--- src/design/gbd_pkg.sv ---
`timescale 1ns / 1ps

package gbd_pkg;

   localparam int ByteWidth = 8;
   localparam int CodeWidth = 10;

   localparam logic [ByteWidth-1:0] TonosByte     = 8'ha2;
   localparam logic [ByteWidth-1:0] DialytikaByte = 8'ha3;

   typedef enum logic {
      OP_DATA = 1'b0,
      OP_END  = 1'b1
   } op_type;

   typedef enum logic {
      STATUS_OK         = 1'b0,
      STATUS_INCOMPLETE = 1'b1
   } status_type;

   // decoder outcome for one item, handed from the decode logic to the top
   typedef struct packed {
      logic                 has_result;
      logic [CodeWidth-1:0] code_point;
      status_type           status;
      logic                 tonos_next;
      logic                 dialytika_next;
   } decode_type;

   // code point for a non-mark byte under the pending marks
   function automatic logic [CodeWidth-1:0] decode_byte(
      input logic [ByteWidth-1:0] b,
      input logic                 t,
      input logic                 d
   );
      logic [CodeWidth-1:0] cp;
      cp = {{(CodeWidth-ByteWidth){1'b0}}, b};
      case (b)
         8'he1: cp = t ? 10'h3ac : 10'h3b1;
         8'hc1: cp = t ? 10'h386 : 10'h391;
         8'he2: cp = 10'h3b2;
         8'hc2: cp = 10'h392;
         8'he4: cp = 10'h3b3;
         8'hc4: cp = 10'h393;
         8'he5: cp = 10'h3b4;
         8'hc5: cp = 10'h394;
         8'he6: cp = t ? 10'h3ad : 10'h3b5;
         8'hc6: cp = t ? 10'h388 : 10'h395;
         8'he9: cp = 10'h3b6;
         8'hc9: cp = 10'h396;
         8'hea: cp = t ? 10'h3ae : 10'h3b7;
         8'hca: cp = t ? 10'h389 : 10'h397;
         8'heb: cp = 10'h3b8;
         8'hcb: cp = 10'h398;
         8'hec: cp = t ? (d ? 10'h390 : 10'h3af) : (d ? 10'h3ca : 10'h3b9);
         // tonos wins over dialytika on the capitals
         8'hcc: cp = t ? 10'h38a : (d ? 10'h3aa : 10'h399);
         8'hed: cp = 10'h3ba;
         8'hcd: cp = 10'h39a;
         8'hee: cp = 10'h3bb;
         8'hce: cp = 10'h39b;
         8'hef: cp = 10'h3bc;
         8'hcf: cp = 10'h39c;
         8'hf0: cp = 10'h3bd;
         8'hd0: cp = 10'h39d;
         8'hf1: cp = 10'h3be;
         8'hd1: cp = 10'h39e;
         8'hf2: cp = t ? 10'h3cc : 10'h3bf;
         8'hd2: cp = t ? 10'h38c : 10'h39f;
         8'hf3: cp = 10'h3c0;
         8'hd3: cp = 10'h3a0;
         8'hf5: cp = 10'h3c1;
         8'hd5: cp = 10'h3a1;
         8'hf7: cp = 10'h3c2;
         8'hf6: cp = 10'h3c3;
         8'hd6: cp = 10'h3a3;
         8'hf8: cp = 10'h3c4;
         8'hd8: cp = 10'h3a4;
         8'hf9: cp = t ? (d ? 10'h3b0 : 10'h3cd) : (d ? 10'h3cb : 10'h3c5);
         8'hd9: cp = t ? 10'h38e : (d ? 10'h3ab : 10'h3a5);
         8'hfa: cp = 10'h3c6;
         8'hda: cp = 10'h3a6;
         8'hfb: cp = 10'h3c7;
         8'hdb: cp = 10'h3a7;
         8'hfc: cp = 10'h3c8;
         8'hdc: cp = 10'h3a8;
         8'hfd: cp = t ? 10'h3ce : 10'h3c9;
         8'hdd: cp = t ? 10'h38f : 10'h3a9;
         default: cp = {{(CodeWidth-ByteWidth){1'b0}}, b};
      endcase
      return cp;
   endfunction

endpackage

--- src/design/gbd_decode.sv ---
`timescale 1ns / 1ps

module gbd_decode (
   input  gbd_pkg::op_type              op,
   input  logic [gbd_pkg::ByteWidth-1:0] byte_value,
   input  logic                          tonos,
   input  logic                          dialytika,
   output gbd_pkg::decode_type           result
);
   import gbd_pkg::*;

   always_comb begin
      result.has_result     = 1'b0;
      result.code_point     = '0;
      result.status         = STATUS_OK;
      result.tonos_next     = tonos;
      result.dialytika_next = dialytika;
      if (op == OP_END) begin
         // dangling marks are reported once and dropped
         if (tonos || dialytika) begin
            result.has_result     = 1'b1;
            result.status         = STATUS_INCOMPLETE;
            result.tonos_next     = 1'b0;
            result.dialytika_next = 1'b0;
         end
      end else if (byte_value == TonosByte) begin
         result.tonos_next = 1'b1;
      end else if (byte_value == DialytikaByte) begin
         result.dialytika_next = 1'b1;
      end else begin
         result.has_result     = 1'b1;
         result.code_point     = decode_byte(byte_value, tonos, dialytika);
         result.tonos_next     = 1'b0;
         result.dialytika_next = 1'b0;
      end
   end

endmodule

--- src/design/iso5428_greek_byte_decoder_top.sv ---
`timescale 1ns / 1ps

// ISO 5428 Greek byte decoder.
// Request channel (req_valid/req_ready): one item per request, req_op selects
// a data byte or the end-of-data marker, req_byte_value carries the byte.
// Response channel (rsp_valid/rsp_ready): one Unicode code point with a
// status bit. Mark bytes give no response; the following letter picks up the
// marks. End of data gives a response only when marks were left dangling.
// A request is held in the input register, then the table lookup writes its
// result into the response register, which drives rsp_valid.
// Throughput: one request per cycle unless the receiver stalls, set by the
// single lookup stage between the two registers; marks update in the same cycle.
// Reset clears both mark flags and empties both pipeline registers.
// When the receiver stalls, the response register holds its item and the
// input register keeps one more request; after that req_ready drops.
// Requests that give no response still drain while the response register is
// full.
module iso5428_greek_byte_decoder_top (
   input  logic                          clock,
   input  logic                          reset,
   input  logic                          req_valid,
   output logic                          req_ready,
   input  gbd_pkg::op_type               req_op,
   input  logic [gbd_pkg::ByteWidth-1:0] req_byte_value,
   output logic                          rsp_valid,
   input  logic                          rsp_ready,
   output logic [gbd_pkg::CodeWidth-1:0] rsp_code_point,
   output gbd_pkg::status_type           rsp_status
);
   import gbd_pkg::*;

   logic                 in_valid_ff, in_valid_in;
   op_type               in_op_ff;
   logic [ByteWidth-1:0] in_byte_ff;
   logic                 tonos_ff, tonos_in;
   logic                 dialytika_ff, dialytika_in;
   logic                 out_valid_ff, out_valid_in;
   logic [CodeWidth-1:0] out_code_ff;
   status_type           out_status_ff;

   decode_type dec;
   logic       out_free;
   logic       advance;

   gbd_decode u_decode (
      .op         (in_op_ff),
      .byte_value (in_byte_ff),
      .tonos      (tonos_ff),
      .dialytika  (dialytika_ff),
      .result     (dec)
   );

   assign out_free  = !out_valid_ff || rsp_ready;
   // an item without a response may leave even if the output is full
   assign advance   = in_valid_ff && (out_free || !dec.has_result);
   assign req_ready = !in_valid_ff || advance;

   always_comb begin
      in_valid_in  = req_ready ? req_valid : in_valid_ff;
      tonos_in     = advance ? dec.tonos_next : tonos_ff;
      dialytika_in = advance ? dec.dialytika_next : dialytika_ff;
      out_valid_in = out_valid_ff && !rsp_ready;
      if (advance && dec.has_result) begin
         out_valid_in = 1'b1;
      end
   end

   always_ff @(posedge clock) begin
      if (reset) begin
         in_valid_ff  <= 1'b0;
         tonos_ff     <= 1'b0;
         dialytika_ff <= 1'b0;
         out_valid_ff <= 1'b0;
      end else begin
         in_valid_ff  <= in_valid_in;
         tonos_ff     <= tonos_in;
         dialytika_ff <= dialytika_in;
         out_valid_ff <= out_valid_in;
      end
   end

   always_ff @(posedge clock) begin
      if (req_valid && req_ready) begin
         in_op_ff   <= req_op;
         in_byte_ff <= req_byte_value;
      end
      if (advance && dec.has_result) begin
         out_code_ff   <= dec.code_point;
         out_status_ff <= dec.status;
      end
   end

   assign rsp_valid      = out_valid_ff;
   assign rsp_code_point = out_code_ff;
   assign rsp_status     = out_status_ff;

   a_incomplete_zero: assert property (@(posedge clock) disable iff (reset)
      rsp_valid && rsp_status == STATUS_INCOMPLETE |-> rsp_code_point == '0)
      else $error("incomplete status with nonzero code point");

   a_reset_marks: assert property (@(posedge clock)
      $past(reset) && !reset |-> !tonos_ff && !dialytika_ff && !in_valid_ff
      && !out_valid_ff)
      else $error("state not cleared by reset");

   a_letter_clears: assert property (@(posedge clock) disable iff (reset)
      advance && in_op_ff == OP_DATA && in_byte_ff != TonosByte
      && in_byte_ff != DialytikaByte |=> !tonos_ff && !dialytika_ff)
      else $error("marks survived a letter");

   a_tonos_set: assert property (@(posedge clock) disable iff (reset)
      advance && in_op_ff == OP_DATA && in_byte_ff == TonosByte |=> tonos_ff)
      else $error("tonos byte did not set the mark");

   a_result_loaded: assert property (@(posedge clock) disable iff (reset)
      advance && dec.has_result |=> rsp_valid)
      else $error("decoded request lost");

endmodule
--- config.mk ---
export PLATFORM = sky130hd
export DESIGN_NAME = iso5428_greek_byte_decoder_top
export DESIGN_NICKNAME = d
export VERILOG_FILES = /design/src/design/gbd_pkg.sv /design/src/design/gbd_decode.sv /design/src/design/iso5428_greek_byte_decoder_top.sv
export SDC_FILE = /design/constraint.sdc
export NUM_CORES = 1
export LEC_CHECK = 0
export BUFFER_PORTS_ARGS = -buffer_cell sky130_fd_sc_hd__buf_4
export CAP_MARGIN = 20
export CORE_MARGIN = 10
export CORE_UTILIZATION = 45
export DETAILED_ROUTE_END_ITERATION = 8
export PLACE_DENSITY_LB_ADDON = 0.25
export SLEW_MARGIN = 10
export SYNTH_ARGS = -nofsm -noshare
export SYNTH_HDL_FRONTEND = slang
export SYNTH_SLANG_ARGS = --single-unit
--- constraint.sdc ---
create_clock -name clock -period 3 [get_ports clock]
set_input_delay 0.75 -clock clock [delete_from_list [all_inputs] [get_ports clock]]
set_output_delay 0.75 -clock clock [all_outputs]
set_load 0.05 [all_outputs]
==> results.json <==
{
  "startpoint_type": "flop",
  "syn_nets": 295,
  "vdd_ir_drop_max_v": 0.000245,
  "slowest_stage": "edfxtp_1",
  "syn-instance-count": 276,
  "power.density_mw_per_mm2": 317,
  "async_flop_share_pct": 0,
  "worst_slew_pin_slew_ns": 0.609,
  "die_area_sq_mm": 0.00836,
  "synth_warnings": 0,
  "nets": 317,
  "worst_clock_skew_ns": 0.0116,
  "cap_violations": 0,
  "wl_per_cell_um": 19.9,
  "fmaxAchievable_mhz": 367,
  "total_power_uw": 826,
  "ys_types": 70,
  "slew_headroom_pct": 58.9,
  "synth_top_flop_cell": "edfxtp_1",
  "critPathTopFamily": "flip-flops",
  "routabilityCongestion": 1.01,
  "drt_wl_total_um": 7240,
  "postCtsSetupRepairBufs": 0,
  "required_ns": 2.25,
  "grt_pass1_vias": 2337,
  "layout_min_cycle_time_ns": 2.73,
  "rsz0062_at_grt": "false",
  "rows": 25,
  "cts_tree": "done",
  "drt_iter0_markers": 387,
  "crit_buf_inv": 1,
  "setup_viol": 0,
  "crit_arrival_ns": 1.98,
  "drv_slew": 0,
  "cp_cell_sequence": "nor2_1, a41oi_1, o211ai_1, buf_4",
  "clockBufferDepth": 2,
  "clockRootBuffer": "clkbuf_8",
  "core-area_sq_mm": 0.00485,
  "num_io_pins": 26,
  "grt_start_max_net_pins": 28,
  "drtPass1Iterations": 6,
  "reg2reg_depth": 7,
  "worstHoldPathCells": 2,
  "tns_ns": 0,
  "post_drt_via_cell_ratio": 6.66,
  "track_usage_pct": 16.9,
  "syn_area_per_cell_sq_um": 8.32,
  "hold_violations": 0,
  "ant_nets": 0,
  "numPortBuffers": 25,
  "remaining_drc_errors": 0,
  "crit_fanout": 12,
  "antenna_found_initial": 0,
  "clk-insertion-delay-late_ns": 0.27,
  "outcome": "completed",
  "cts-resized-gates": 0,
  "start_util_pct": 47.4,
  "cts_inserted_buffers": 3,
  "hp-class": "flop to flop",
  "area_growth_pct": 13.5,
  "dieHeight_um": 91.5,
  "final_util_pct": 53.8,
  "htree_levels": 1,
  "grt_pass1_wl_um": 11800,
  "synthesis.area_sq_mm": 0.00230,
  "drive_above_1_share_pct": 20.2,
  "synth_edf_count": 19,
  "ys_ff_latch": 23,
  "cts.sinks": 23,
  "end_kind": "primary output",
  "cp_slowest_stage_delay_ns": 0.56,
  "overflow": 0,
  "cp_num_cells": 4,
  "final.period_utilization_pct": 90.9,
  "antenna_cells": 0,
  "die_x_um": 91.5,
  "seq_area_frac_synth_pct": 28.3,
  "route.vias.total": 2426,
  "dp_hpwl_um": 5300,
  "worstSetupPathType": "flop to primary output",
  "p_leak_uw": 0.000961,
  "hold_buffers": 0,
  "path_clk_slew_ns": 0.09
}
## cells by family after synthesis
family	after synthesis	synth area share [%]
fa+ha+maj	6	3.27
buf+inv	36	8.17
flops	23	28.3
xor+xnor	4	1.53
simple gates	116	29.1
compound gates	90	29.1
mux	1	0.436
## synth_stat cells (3+ instances only)
library cell | instances | share of area, %
nor2_1 | 24 | 3.9
edfxtp_1 | 19 | 25
nand2_1 | 17 | 2.8
buf_2 | 15 | 3.3
a21oi_1 | 14 | 3.1
o21ai_0 | 14 | 3.1
nand2b_1 | 8 | 2.2
nand4_1 | 8 | 2.2
nor3_1 | 8 | 1.7
a31oi_1 | 7 | 1.9
inv_1 | 7 | 1.1
nor2b_1 | 7 | 1.9
ha_1 | 6 | 3.3
nand3_1 | 6 | 1.3
o22ai_1 | 6 | 1.6
a22oi_1 | 5 | 1.6
a32o_1 | 5 | 2.2
clkbuf_1 | 5 | 0.82
and2_1 | 4 | 1.1
dfxtp_1 | 4 | 3.5
o211ai_1 | 4 | 1.3
o31ai_1 | 4 | 1.3
a211oi_1 | 3 | 0.98
a21boi_0 | 3 | 0.98
a32oi_1 | 3 | 1.1
buf_4 | 3 | 0.98
buf_6 | 3 | 1.5
nand3b_1 | 3 | 0.98
nor3b_1 | 3 | 0.98
or3_1 | 3 | 0.82
xnor2_1 | 3 | 1.1
## tightest hold or removal path, stage by stage, from the launching register on
cell      delay [ns]
dfxtp_1         0.33
o211ai_1        0.12
a21oi_1         0.08
## final cells by class
| cell class | count | area, sq um |
|---|---|---|
| Fill cell | 450 | 2240 |
| Tap cell | 67 | 83.8 |
| Multi-Input combinational cell | 217 | 1460 |
| Clock buffer | 3 | 41.3 |
| Sequential cell | 23 | 651 |
| Clock inverter | 1 | 5.00 |
| Inverter | 8 | 30.0 |
| Timing Repair Buffer | 45 | 338 |
## routing by layer
layer,wire length [um],GRT usage [%]
met1,2970,21.8
met2,3220,25.0
met3,733,4.20
met4,319,9.79
met5,0,0
## registers in the layout, indices dropped and copies added, names as in the netlist
| signal | cells |
|---|---|
| dialytika_ff | 1 |
| in_byte_ff | 8 |
| in_op_ff | 1 |
| in_valid_ff | 1 |
| rsp_code_point | 9 |
| rsp_status | 1 |
| rsp_valid | 1 |
| tonos_ff | 1 |
## power by group
group | total [uW] | internal (uW) | switching [uW]
registers | 387 | 364 | 23.0
logic | 243 | 94.4 | 149
clock network | 196 | 92.9 | 103
## final timing paths
path                            start                         endpoint  slack [ns]
max           in_byte_ff[3]$_DFFE_PP_                        req_ready        0.27
min          in_valid_ff$_SDFFE_PP0P_         in_valid_ff$_SDFFE_PP0P_        0.55
max reg2reg   in_byte_ff[3]$_DFFE_PP_  rsp_code_point[6]$_SDFFCE_PP0P_        0.41
min reg2reg  in_valid_ff$_SDFFE_PP0P_         in_valid_ff$_SDFFE_PP0P_        0.55
## metrics by stage
stage / worst slack [ns] / std cells / area, sq um / hold slack (ns)
floorplan: 0.331 / 276 / 2300 / 0.561
global placement: 0.461 / 360 / 2560 / 0.543
detailed placement: 0.438 / 360 / 2560 / 0.545
CTS: 0.280 / 364 / 2610 / 0.561
global route: 0.102 / 364 / 2610 / 0.616
finish: 0.273 / 364 / 2610 / 0.554
## placed cells by master (no fill, tap or decap), types with 3 or more instances in the layout
| cell type | n |
|---|---|
| a211oi_1 | 3 |
| a21boi_0 | 3 |
| a21oi_1 | 14 |
| a22oi_1 | 5 |
| a31oi_1 | 7 |
| a32o_1 | 5 |
| a32oi_1 | 3 |
| and2_1 | 4 |
| buf_4 | 45 |
| clkbuf_8 | 3 |
| dfxtp_1 | 4 |
| edfxtp_1 | 19 |
| ha_1 | 6 |
| inv_1 | 7 |
| nand2_1 | 17 |
| nand2b_1 | 8 |
| nand3_1 | 6 |
| nand3b_1 | 3 |
| nand4_1 | 8 |
| nor2_1 | 24 |
| nor2b_1 | 7 |
| nor3_1 | 8 |
| nor3b_1 | 3 |
| o211ai_1 | 4 |
| o21ai_0 | 14 |
| o22ai_1 | 6 |
| o31ai_1 | 4 |
| or3_1 | 3 |
| xnor2_1 | 3 |
(Power assumes the default switching activity.)
